[src/rtl/query_id_remap_timeout_table_unit_assert.svh]
// Assertion macros for the relay ID remap table.
// Depends on nothing; included by the top level.
`ifndef QUERY_ID_REMAP_TIMEOUT_TABLE_UNIT_ASSERT_SVH
`define QUERY_ID_REMAP_TIMEOUT_TABLE_UNIT_ASSERT_SVH
`ifndef SYNTHESIS
`define QRT_ASSERT_NOW(label, clk, rst_n, prop) \
    label: assert property (@(posedge clk) disable iff (!rst_n) (prop)) \
        else $error("qrt check failed");
`define QRT_ASSERT_NEXT(label, clk, rst_n, ante, cons) \
    label: assert property (@(posedge clk) disable iff (!rst_n) (ante) |=> (cons)) \
        else $error("qrt check failed");
`else
`define QRT_ASSERT_NOW(label, clk, rst_n, prop)
`define QRT_ASSERT_NEXT(label, clk, rst_n, ante, cons)
`endif
`endif

[src/rtl/qrt_pkg.sv]
// Shared constants, codes and types of the relay ID remap table.
// No dependencies.
package qrt_pkg;

    localparam int ENTRIES       = 32;
    localparam int IDX_W         = $clog2(ENTRIES);
    localparam int WHEEL_SLOTS   = 5;
    localparam int SLOT_W        = 3;
    localparam int MAX_RESOLVERS = 8;
    localparam int CNT_W         = 4;
    localparam int RES_W         = 3;
    localparam logic [15:0] MIN_REPLY_LEN = 16'd12;

    typedef enum logic [1:0] {
        CMD_QUERY = 2'd0,
        CMD_REPLY = 2'd1,
        CMD_TICK  = 2'd2,
        CMD_STALE = 2'd3
    } cmd_t;

    typedef enum logic [2:0] {
        KIND_FORWARD = 3'd0,
        KIND_DELIVER = 3'd1,
        KIND_DROPPED = 3'd2,
        KIND_EXPIRED = 3'd3,
        KIND_ORPHAN  = 3'd4,
        KIND_SHORT   = 3'd5
    } kind_t;

    typedef enum logic [2:0] {
        ST_IDLE,
        ST_LOOKUP,
        ST_DELIVER,
        ST_WALK_RD,
        ST_WALK_WR
    } state_t;

    typedef struct packed {
        logic [15:0]      relay_id;
        logic [15:0]      query_id;
        logic [15:0]      handle;
        logic [RES_W-1:0] resolver;
    } entry_t;

    typedef struct packed {
        logic             we;
        logic [IDX_W-1:0] waddr;
        entry_t           wdata;
        logic             re;
        logic [IDX_W-1:0] raddr;
    } mem_req_t;

    typedef struct packed {
        logic             found;
        logic [IDX_W-1:0] idx;
    } sel_t;

    // lowest set bit
    function automatic sel_t first_set(input logic [ENTRIES-1:0] v);
        sel_t r;
        r = '0;
        for (int i = ENTRIES - 1; i >= 0; i--) begin
            if (v[i]) begin
                r.found = 1'b1;
                r.idx   = IDX_W'(i);
            end
        end
        return r;
    endfunction

endpackage

[src/rtl/qrt_if.sv]
// Request and result channel interfaces of the relay ID remap table.
// No dependencies.
interface qrt_req_if;
    logic        valid;
    logic        ready;
    logic [1:0]  cmd;
    logic [15:0] query_id;
    logic [15:0] client_handle;
    logic [15:0] reply_id;
    logic [15:0] reply_length;
    modport source (output valid, cmd, query_id, client_handle, reply_id, reply_length,
                    input ready);
    modport sink   (input valid, cmd, query_id, client_handle, reply_id, reply_length,
                    output ready);
endinterface

interface qrt_rsp_if;
    logic        valid;
    logic        ready;
    logic [2:0]  kind;
    logic [15:0] relay_id;
    logic [15:0] orig_id;
    logic [15:0] handle_out;
    logic [2:0]  resolver_index;
    logic        last;
    modport source (output valid, kind, relay_id, orig_id, handle_out, resolver_index, last,
                    input ready);
    modport sink   (input valid, kind, relay_id, orig_id, handle_out, resolver_index, last,
                    output ready);
endinterface

[src/rtl/qrt_mem.sv]
// Entry store: one write port, one read port, registered read data.
// Depends on qrt_pkg.
module qrt_mem
    import qrt_pkg::*;
(
    input  logic     clk,
    input  mem_req_t req,
    output entry_t   rdata
);

    entry_t mem [ENTRIES];

    always_ff @(posedge clk)
    begin
        if (req.we)
        begin
            mem[req.waddr] <= req.wdata;
        end
        if (req.re)
        begin
            rdata <= mem[req.raddr];
        end
    end

endmodule

[src/rtl/query_id_remap_timeout_table_unit.sv]
// Top level of the relay ID remap table with timeout wheel.
// Depends on qrt_pkg, qrt_if, qrt_mem and the assertion header.
//
// Usage: requests enter on req (valid/ready); each gives zero or more results
// on rsp (valid/ready), the final one flagged by last. cfg_we/cfg_wdata set
// the resolver count; the user must write it only while the block is idle,
// as the block itself does not enforce this. A query or a short reply is
// handled in the accepting cycle; its result sits in the output register
// from the next cycle. A reply that is looked up passes through the match
// vector, then the priority pick and entry read, then the result; an orphan
// is known at the priority pick. A tick handles each entry in the new wheel
// slot in turn (entry read, then retry with write-back, or expiry); a stale
// mark and a tick on an empty table are handled in the accepting cycle.
// Throughput is one request at a time: req waits until the control sequence
// is back in idle.
// Reset clears valid bits, the wheel slot, the relay ID counter and the
// resolver count at once; no clearing pass. While rsp is stalled the output
// register holds its result and the block waits before loading the next one;
// req is ready only in idle with the output register free or being emptied.
`include "query_id_remap_timeout_table_unit_assert.svh"
module query_id_remap_timeout_table_unit
    import qrt_pkg::*;
(
    input  logic         clk,
    input  logic         rst_n,
    input  logic         cfg_we,
    input  logic [3:0]   cfg_wdata,
    qrt_req_if.sink      req,
    qrt_rsp_if.source    rsp
);

    state_t               state_reg, state_next;
    logic [ENTRIES-1:0]   valid_reg, valid_next;
    logic [ENTRIES-1:0]   stale_reg, stale_next;
    logic [ENTRIES-1:0]   mask_reg, mask_next;
    logic [SLOT_W-1:0]    cur_slot_reg, cur_slot_next;
    logic [15:0]          next_id_reg, next_id_next;
    logic [15:0]          rid_reg, rid_next;
    logic [IDX_W-1:0]     idx_reg, idx_next;
    logic [CNT_W-1:0]     rcount_reg;

    // per-entry slot and relay ID for parallel matching
    logic [SLOT_W-1:0]    slot_reg [ENTRIES];
    logic [15:0]          cam_reg  [ENTRIES];

    logic                 out_valid_reg;
    kind_t                out_kind_reg;
    logic [15:0]          out_rid_reg, out_oid_reg, out_hdl_reg;
    logic [RES_W-1:0]     out_res_reg;
    logic                 out_last_reg;

    logic                 load;
    kind_t                ld_kind;
    logic [15:0]          ld_rid, ld_oid, ld_hdl;
    logic [RES_W-1:0]     ld_res;
    logic                 ld_last;

    logic                 alloc_en;
    mem_req_t             mreq;
    entry_t               rdata;

    logic                 out_free;
    logic [CNT_W-1:0]     eff_cnt;
    logic [SLOT_W-1:0]    new_slot;
    logic [ENTRIES-1:0]   match_now, tick_mask;
    sel_t                 free_sel, pick;
    logic [CNT_W-1:0]     nxt;

    qrt_mem u_mem (
        .clk   (clk),
        .req   (mreq),
        .rdata (rdata)
    );

    assign out_free = !out_valid_reg || rsp.ready;
    assign eff_cnt  = (rcount_reg > CNT_W'(MAX_RESOLVERS)) ? CNT_W'(MAX_RESOLVERS) : rcount_reg;
    assign new_slot = (cur_slot_reg == SLOT_W'(WHEEL_SLOTS - 1)) ? '0
                                                                 : cur_slot_reg + 1'b1;
    assign free_sel = first_set(~valid_reg);
    assign pick     = first_set(mask_reg);
    assign nxt      = {1'b0, rdata.resolver} + 1'b1;

    always_comb
    begin
        for (int i = 0; i < ENTRIES; i++)
        begin
            match_now[i] = valid_reg[i] && (cam_reg[i] == req.reply_id);
            tick_mask[i] = valid_reg[i] && (slot_reg[i] == new_slot);
        end
    end

    assign req.ready = (state_reg == ST_IDLE) && out_free;

    always_comb
    begin
        state_next    = state_reg;
        valid_next    = valid_reg;
        stale_next    = stale_reg;
        mask_next     = mask_reg;
        cur_slot_next = cur_slot_reg;
        next_id_next  = next_id_reg;
        rid_next      = rid_reg;
        idx_next      = idx_reg;
        alloc_en      = 1'b0;
        mreq          = '0;
        load          = 1'b0;
        ld_kind       = KIND_FORWARD;
        ld_rid        = '0;
        ld_oid        = '0;
        ld_hdl        = '0;
        ld_res        = '0;
        ld_last       = 1'b1;

        unique case (state_reg)
            ST_IDLE:
            begin
                if (req.valid && req.ready)
                begin
                    case (cmd_t'(req.cmd))
                        CMD_QUERY:
                        begin
                            load   = 1'b1;
                            ld_oid = req.query_id;
                            ld_hdl = req.client_handle;
                            if (eff_cnt == '0 || !free_sel.found)
                            begin
                                ld_kind = KIND_DROPPED;
                            end
                            else
                            begin
                                ld_kind                 = KIND_FORWARD;
                                ld_rid                  = next_id_reg;
                                alloc_en                = 1'b1;
                                valid_next[free_sel.idx] = 1'b1;
                                stale_next[free_sel.idx] = 1'b0;
                                mreq.we                 = 1'b1;
                                mreq.waddr              = free_sel.idx;
                                mreq.wdata.relay_id     = next_id_reg;
                                mreq.wdata.query_id     = req.query_id;
                                mreq.wdata.handle       = req.client_handle;
                                mreq.wdata.resolver     = '0;
                                next_id_next            = next_id_reg + 1'b1;
                            end
                        end
                        CMD_REPLY:
                        begin
                            if (req.reply_length < MIN_REPLY_LEN)
                            begin
                                load    = 1'b1;
                                ld_kind = KIND_SHORT;
                                ld_rid  = req.reply_id;
                            end
                            else
                            begin
                                mask_next  = match_now;
                                rid_next   = req.reply_id;
                                state_next = ST_LOOKUP;
                            end
                        end
                        CMD_TICK:
                        begin
                            if (|valid_reg)
                            begin
                                cur_slot_next = new_slot;
                                mask_next     = tick_mask;
                                state_next    = ST_WALK_RD;
                            end
                        end
                        default:
                        begin
                            stale_next = stale_reg | valid_reg;
                        end
                    endcase
                end
            end
            ST_LOOKUP:
            begin
                if (!pick.found)
                begin
                    if (out_free)
                    begin
                        load       = 1'b1;
                        ld_kind    = KIND_ORPHAN;
                        ld_rid     = rid_reg;
                        state_next = ST_IDLE;
                    end
                end
                else
                begin
                    mreq.re              = 1'b1;
                    mreq.raddr           = pick.idx;
                    valid_next[pick.idx] = 1'b0;
                    state_next           = ST_DELIVER;
                end
            end
            ST_DELIVER:
            begin
                if (out_free)
                begin
                    load       = 1'b1;
                    ld_kind    = KIND_DELIVER;
                    ld_rid     = rid_reg;
                    ld_oid     = rdata.query_id;
                    ld_hdl     = rdata.handle;
                    ld_res     = rdata.resolver;
                    state_next = ST_IDLE;
                end
            end
            ST_WALK_RD:
            begin
                // only empty on the first visit: the slot had nothing
                if (!pick.found)
                begin
                    state_next = ST_IDLE;
                end
                else
                begin
                    mreq.re             = 1'b1;
                    mreq.raddr          = pick.idx;
                    idx_next            = pick.idx;
                    mask_next[pick.idx] = 1'b0;
                    state_next          = ST_WALK_WR;
                end
            end
            ST_WALK_WR:
            begin
                if (out_free)
                begin
                    load    = 1'b1;
                    ld_rid  = rdata.relay_id;
                    ld_oid  = rdata.query_id;
                    ld_hdl  = rdata.handle;
                    ld_last = (mask_reg == '0);
                    if (stale_reg[idx_reg] || nxt >= eff_cnt)
                    begin
                        ld_kind             = KIND_EXPIRED;
                        valid_next[idx_reg] = 1'b0;
                    end
                    else
                    begin
                        ld_kind             = KIND_FORWARD;
                        ld_res              = nxt[RES_W-1:0];
                        mreq.we             = 1'b1;
                        mreq.waddr          = idx_reg;
                        mreq.wdata          = rdata;
                        mreq.wdata.resolver = nxt[RES_W-1:0];
                    end
                    state_next = (mask_reg == '0) ? ST_IDLE : ST_WALK_RD;
                end
            end
            default:
            begin
                state_next = ST_IDLE;
            end
        endcase
    end

    always_ff @(posedge clk or negedge rst_n)
    begin
        if (!rst_n)
        begin
            state_reg     <= ST_IDLE;
            valid_reg     <= '0;
            stale_reg     <= '0;
            mask_reg      <= '0;
            cur_slot_reg  <= '0;
            next_id_reg   <= '0;
            rcount_reg    <= '0;
            out_valid_reg <= 1'b0;
        end
        else
        begin
            state_reg    <= state_next;
            valid_reg    <= valid_next;
            stale_reg    <= stale_next;
            mask_reg     <= mask_next;
            cur_slot_reg <= cur_slot_next;
            next_id_reg  <= next_id_next;
            if (cfg_we)
            begin
                rcount_reg <= cfg_wdata;
            end
            if (load)
            begin
                out_valid_reg <= 1'b1;
            end
            else if (rsp.ready)
            begin
                out_valid_reg <= 1'b0;
            end
        end
    end

    // payload, no reset
    always_ff @(posedge clk)
    begin
        rid_reg <= rid_next;
        idx_reg <= idx_next;
        if (alloc_en)
        begin
            slot_reg[free_sel.idx] <= cur_slot_reg;
            cam_reg[free_sel.idx]  <= next_id_reg;
        end
        if (load)
        begin
            out_kind_reg <= ld_kind;
            out_rid_reg  <= ld_rid;
            out_oid_reg  <= ld_oid;
            out_hdl_reg  <= ld_hdl;
            out_res_reg  <= ld_res;
            out_last_reg <= ld_last;
        end
    end

    assign rsp.valid          = out_valid_reg;
    assign rsp.kind           = out_kind_reg;
    assign rsp.relay_id       = out_rid_reg;
    assign rsp.orig_id        = out_oid_reg;
    assign rsp.handle_out     = out_hdl_reg;
    assign rsp.resolver_index = out_res_reg;
    assign rsp.last           = out_last_reg;

    // a result never overwrites one that is still waiting
    `QRT_ASSERT_NOW(a_no_overwrite, clk, rst_n, !load || !out_valid_reg || rsp.ready)
    // a looked-up hit leaves the table on the next cycle
    `QRT_ASSERT_NEXT(a_hit_removed, clk, rst_n, state_reg == ST_LOOKUP && pick.found,
        !valid_reg[$past(pick.idx)] && state_reg == ST_DELIVER)
    // entries still to walk are live
    `QRT_ASSERT_NOW(a_walk_live, clk, rst_n,
        !(state_reg == ST_WALK_RD || state_reg == ST_WALK_WR) || ((mask_reg & ~valid_reg) == '0))
    // wheel slot stays inside the wheel
    `QRT_ASSERT_NOW(a_slot_range, clk, rst_n, cur_slot_reg < SLOT_W'(WHEEL_SLOTS))

endmodule

[src/flat_wrapper.sv]
// flat-port wrapper written by rule: the top's interface ports become plain ports
module query_id_remap_timeout_table_unit_flat import qrt_pkg::*;
  (clk, rst_n, cfg_we, cfg_wdata, req_valid, req_cmd, req_query_id, req_client_handle, req_reply_id, req_reply_length, req_ready, rsp_valid, rsp_kind, rsp_relay_id, rsp_orig_id, rsp_handle_out, rsp_resolver_index, rsp_last, rsp_ready);
  qrt_req_if req_i ();
  qrt_rsp_if rsp_i ();
  input  logic clk;
  input  logic rst_n;
  input  logic cfg_we;
  input  logic [3:0] cfg_wdata;
  input wire logic [$bits(req_i.valid)-1:0] req_valid;
  input wire logic [$bits(req_i.cmd)-1:0] req_cmd;
  input wire logic [$bits(req_i.query_id)-1:0] req_query_id;
  input wire logic [$bits(req_i.client_handle)-1:0] req_client_handle;
  input wire logic [$bits(req_i.reply_id)-1:0] req_reply_id;
  input wire logic [$bits(req_i.reply_length)-1:0] req_reply_length;
  output wire logic [$bits(req_i.ready)-1:0] req_ready;
  output wire logic [$bits(rsp_i.valid)-1:0] rsp_valid;
  output wire logic [$bits(rsp_i.kind)-1:0] rsp_kind;
  output wire logic [$bits(rsp_i.relay_id)-1:0] rsp_relay_id;
  output wire logic [$bits(rsp_i.orig_id)-1:0] rsp_orig_id;
  output wire logic [$bits(rsp_i.handle_out)-1:0] rsp_handle_out;
  output wire logic [$bits(rsp_i.resolver_index)-1:0] rsp_resolver_index;
  output wire logic [$bits(rsp_i.last)-1:0] rsp_last;
  input wire logic [$bits(rsp_i.ready)-1:0] rsp_ready;
  assign req_i.valid = req_valid;
  assign req_i.cmd = req_cmd;
  assign req_i.query_id = req_query_id;
  assign req_i.client_handle = req_client_handle;
  assign req_i.reply_id = req_reply_id;
  assign req_i.reply_length = req_reply_length;
  assign req_ready = req_i.ready;
  assign rsp_valid = rsp_i.valid;
  assign rsp_kind = rsp_i.kind;
  assign rsp_relay_id = rsp_i.relay_id;
  assign rsp_orig_id = rsp_i.orig_id;
  assign rsp_handle_out = rsp_i.handle_out;
  assign rsp_resolver_index = rsp_i.resolver_index;
  assign rsp_last = rsp_i.last;
  assign rsp_i.ready = rsp_ready;
  query_id_remap_timeout_table_unit u_core (.clk(clk), .rst_n(rst_n), .cfg_we(cfg_we), .cfg_wdata(cfg_wdata), .req(req_i), .rsp(rsp_i));
endmodule
[config.mk]
export PLATFORM = sky130hd
export DESIGN_NAME = query_id_remap_timeout_table_unit_flat
export DESIGN_NICKNAME = d
export VERILOG_FILES = /design/src/rtl/qrt_pkg.sv /design/src/rtl/qrt_if.sv /design/src/rtl/qrt_mem.sv /design/src/rtl/query_id_remap_timeout_table_unit.sv /design/src/flat_wrapper.sv
export VERILOG_INCLUDE_DIRS = /design/src /design/src/rtl
export SDC_FILE = /design/constraint.sdc
export NUM_CORES = 2
export LEC_CHECK = 0
export BUFFER_PORTS_ARGS = -buffer_cell sky130_fd_sc_hd__buf_2
export CAP_MARGIN = 20
export CORE_MARGIN = 5
export CORE_UTILIZATION = 42
export CTS_BUF_LIST = sky130_fd_sc_hd__clkbuf_2
export DETAILED_ROUTE_END_ITERATION = 16
export PLACE_DENSITY = 0.54
export SLEW_MARGIN = 15
export SYNTH_ARGS = -nofsm -noshare
export SYNTH_HDL_FRONTEND = slang
export SYNTH_SLANG_ARGS = --single-unit
[constraint.sdc]
create_clock -name clk -period 7.5 [get_ports clk]
set_input_delay 1.125 -clock clk [delete_from_list [all_inputs] [get_ports clk]]
set_output_delay 1.125 -clock clk [all_outputs]
set_load 0.1 [all_outputs]
==> results summary <==
The last weighted congestion value of the routability-driven placer is 0.929. The net count after synthesis is 6712. The die boundary height is 503 um. The type of element capturing the critical path is a register.

The register area share after synthesis came out at 72.6%. The leakage component of the power is 43.6 nW. The critical path goes through mux4_2 -> nor2b_1 -> nor4b_4 -> o211ai_4 -> nor3_4 -> buf_4 -> a21boi_1 -> o21ba_2 -> nand2_1 -> nor2_4 -> buf_4. The area of the die came out at 253000 um^2. The maximum clock insertion buffer count came out at 4. From synthesis to final layout, the design area changed by 12.0%. The routed wirelength normalized by instance count is 28.4 um. The final worst-path cycle share is 83.5%. The count of pins over their slew limit came to 0. The arrival time at the worst endpoint is 7.68 ns. The core area came out at 243000 um^2.

Leaving out fill and tap cells, the most frequent cells in the layout are sky130_fd_sc_hd__edfxtp_1, sky130_fd_sc_hd__clkbuf_2, sky130_fd_sc_hd__xor2_1, sky130_fd_sc_hd__mux2i_1, sky130_fd_sc_hd__a22oi_1. Timing would allow up to 160 MHz. For this configuration, the core starts out at a cell density of 42.1%. The number of DRC markers after the initial detailed-route iteration came out at 6719. After clock tree synthesis, the clock-pin slew on the worst setup and hold paths is 0.11 ns.

The worst slack after detailed placement came out at 1.25 ns. The clock sink total is 2490. Summed over all nets, the half-perimeter wirelength after detailed placement is 160000 um.

The library cell used as clock root buffer is sky130_fd_sc_hd__clkbuf_2. The wire length of the first global-routing pass is 441000 um. The number of CTS-inserted buffers is 655. The total wire length is 310000 um.

The least setup slack across all paths after layout is 1.24 ns. The largest vdd supply drop came out at 226 uV. The async set-or-reset flop fraction in the synthesized netlist is 4.94%. The post-synthesis register bit count came out at 2490.

The transition at the pin with the smallest max-transition slack came out at 1.24 ns. For the worst-skew pair, the clock arrives at the later sink with an insertion delay of 1.88 ns. The first-pass iteration count of the detailed router is 8.

The cell total after placement is 9681. The final critical path time including I/O delays and setup is 6.26 ns. The number of nets in the final layout came out at 7349. The ratio of routed vias to standard cells is 5.82. The global-route usage over all layers came out at 23.9%. The number of buffer and inverter stages on the critical path came out at 2. The DRC violations left came out at 0.

Leaving out filler cells and counting taps, the final layout contains 10.9k. The post-route core utilization is 47.2%. The largest individual stage delay along the critical path comes from the cell sky130_fd_sc_hd__edfxtp_1. The die span in x is 503 um. The CTS tree is yes. The H-tree generated during clock tree synthesis spans 6 levels. The synthesized design spends more area on one cell type than any other, namely sky130_fd_sc_hd__edfxtp_1. The most numerous cell type found on the critical path is sky130_fd_sc_hd__buf_4.

The pin count of the biggest net entering global routing came out at 216. Yosys attributes the largest share of cell area to sky130_fd_sc_hd__edfxtp_1, sky130_fd_sc_hd__mux2i_1, sky130_fd_sc_hd__xor2_1, sky130_fd_sc_hd__a22oi_1, sky130_fd_sc_hd__dfrtp_1. The number of nets with antenna violations after detailed routing is 0. The total power is 29.4 mW.

The overall via count from detail_route is 63.5k. The number of warning messages in the yosys log came out at 0. The post-synthesis instance area is 102000 um^2.

The maximum single-stage delay on the critical path came out at 0.87 ns. The count of flip-flops with a built-in enable after synthesis is 2367. The tool flagged a number of max-cap violations equal to 0. The power density normalized to cell area came out at 257 nW/um^2. The synthesized design devotes to its leading area cell type 69.6% of total area.

The library cell used most frequently in the layout, excluding fill and tap cells, is sky130_fd_sc_hd__edfxtp_1. The classification of the worst-slack hold path is input port to asynchronous set/reset pin. The setup total negative slack came out at 0 ns. After global routing the overflow that remains totals 0. The count of buffers inserted at the top-level ports came out at 129.

The number of flip-flops under the largest register name is 1632. The number of filler instances in the final layout came out at 21.4k. The maximum fanout along the worst path is 29.

The run finished with clean final reports. The cell family contributing the most delay on the critical path is simple AND/OR/NAND/NOR gates. The initial antenna violation count came out at 16.

The cell count after synthesis came out at 6626. The clock skew after layout is 0.212 ns. The post-CTS setup-driven buffer insertion count came out at 0.

The required arrival time at the worst endpoint is 8.92 ns. Among all flip-flop cells after synthesis, the most frequent one is sky130_fd_sc_hd__edfxtp_1. The via count of the first global-routing pass is 62.7k.

The number of endpoints with negative hold slack in the final report came out at 0. The final setup violation count is 0. The worst setup path is of the register to register kind. The synthesized netlist contains 89 unique library cells.

The count of pins on the block boundary is 132. The type of origin of the critical path is a register. The remaining max-slew budget at the tightest pin is 17.7%. The average instance in the mapped netlist occupies 15.4 um^2.

Setup repair after global routing left no endpoint under its margin. The number of core rows came out at 181. The proportion of layout cells with a drive suffix above 1 came out at 19.4%.
power breakdown:
group	total, mW	internal (mW)	leakage (nW)	switching, mW
clock	9.18	3.72	4.41	5.46
sequential	15.8	15.6	24.4	0.238
combinational	4.38	1.15	14.8	3.23
final timing paths:
| path | from | end | slack [ns] | cells past startpoint |
|---|---|---|---|---|
| min reg2reg | u_core.next_id_reg[12] | u_core.cam_reg[1][12] | 0.47 | 0 |
| max | u_core.idx_reg[0] | u_core.u_mem.mem[20][37] | 1.24 | 11 |
| min | rst_n | u_core.stale_reg[22] | 0.33 | 4 |
| max in group asynchronous | rst_n | u_core.next_id_reg[11] | 5.78 | 5 |
| min in group clk | req_reply_id[8] | u_core.rid_reg[8] | 0.35 | 2 |
| max reg2reg | u_core.idx_reg[0] | u_core.u_mem.mem[20][37] | 1.24 | 11 |
synth_stat cells (20+ instances only):
| master | instances |
|---|---|
| sky130_fd_sc_hd__a21oi_1 | 344 |
| sky130_fd_sc_hd__a22o_1 | 53 |
| sky130_fd_sc_hd__a22oi_1 | 440 |
| sky130_fd_sc_hd__a31oi_1 | 220 |
| sky130_fd_sc_hd__a32o_1 | 29 |
| sky130_fd_sc_hd__buf_1 | 57 |
| sky130_fd_sc_hd__buf_2 | 86 |
| sky130_fd_sc_hd__clkbuf_1 | 322 |
| sky130_fd_sc_hd__dfrtp_1 | 123 |
| sky130_fd_sc_hd__edfxtp_1 | 2367 |
| sky130_fd_sc_hd__inv_1 | 20 |
| sky130_fd_sc_hd__mux2i_1 | 460 |
| sky130_fd_sc_hd__nand2_1 | 308 |
| sky130_fd_sc_hd__nand3_1 | 63 |
| sky130_fd_sc_hd__nand4_1 | 76 |
| sky130_fd_sc_hd__nor2_1 | 120 |
| sky130_fd_sc_hd__nor3_1 | 29 |
| sky130_fd_sc_hd__nor4_1 | 144 |
| sky130_fd_sc_hd__o21ai_0 | 293 |
| sky130_fd_sc_hd__o221ai_1 | 102 |
| sky130_fd_sc_hd__o22a_1 | 103 |
| sky130_fd_sc_hd__o22ai_1 | 32 |
| sky130_fd_sc_hd__xnor2_1 | 100 |
| sky130_fd_sc_hd__xor2_1 | 525 |
layout make-up:
class	count	area, um^2	share of cell area, %
Sequential cell	2490	74200	64.8
Multi-Input combinational cell	3631	26400	23.1
Clock buffer	960	4800	4.20
Timing Repair Buffer	462	4090	3.57
Tap cell	3202	4010	3.50
Clock inverter	144	836	0.731
Inverter	23	101	0.0886
Antenna cell	9	22.5	0.0197
metal layers:
metal	wire length, um	vias up	part of all wire, %	GRT usage [%]
met5	0	-	0	0
met4	6160	0	2.0	6.25
met3	24800	453	8.0	5.06
met2	145000	2870	47	38.0
met1	133000	32400	43	33.5
li1	-	27800	-	-
logic make-up (layout without fill, tap and decap cells):
kind of cell | count (synthesis) | count (layout) | synth area share (%)
buffers and inverters | 505 | 1589 | 2.03
other | 0 | 9 | 0
flip-flops | 2490 | 2490 | 72.6
AO/OA/AOI/OAI | 1689 | 1689 | 11.1
AND/OR/NAND/NOR | 831 | 831 | 4.05
adder cells (fa/ha/maj) | 11 | 11 | 0.135
multiplexers | 475 | 475 | 4.76
XOR/XNOR | 625 | 625 | 5.36
worst reg2reg max path, stage by stage, from the launching register on:
cell and delay (ns):
sky130_fd_sc_hd__edfxtp_1 0.87, sky130_fd_sc_hd__mux4_2 0.62, sky130_fd_sc_hd__nor2b_1 0.21, sky130_fd_sc_hd__nor4b_4 0.38
sky130_fd_sc_hd__o211ai_4 0.20, sky130_fd_sc_hd__nor3_4 0.83, sky130_fd_sc_hd__buf_4 0.57, sky130_fd_sc_hd__a21boi_1 0.30
sky130_fd_sc_hd__o21ba_2 0.18, sky130_fd_sc_hd__nand2_1 0.14, sky130_fd_sc_hd__nor2_4 0.87, sky130_fd_sc_hd__buf_4 0.70
per-stage QoR:
stage	area, um^2	hold WS, ns
detailed placement	107000	0.505
global placement	107000	0.502
global route	114000	0.0944
floorplan	102000	0.486
finish	114000	0.328
CTS	114000	0.0307
timing repair:
| action | in CTS | in global routing |
|---|---|---|
| endpoints found under the hold margin | 668 | 0 |
| hold buffers | 102 | 0 |
| resized for setup | 0 | 0 |
No activity file was read; power rests on OpenSTA's default activity.
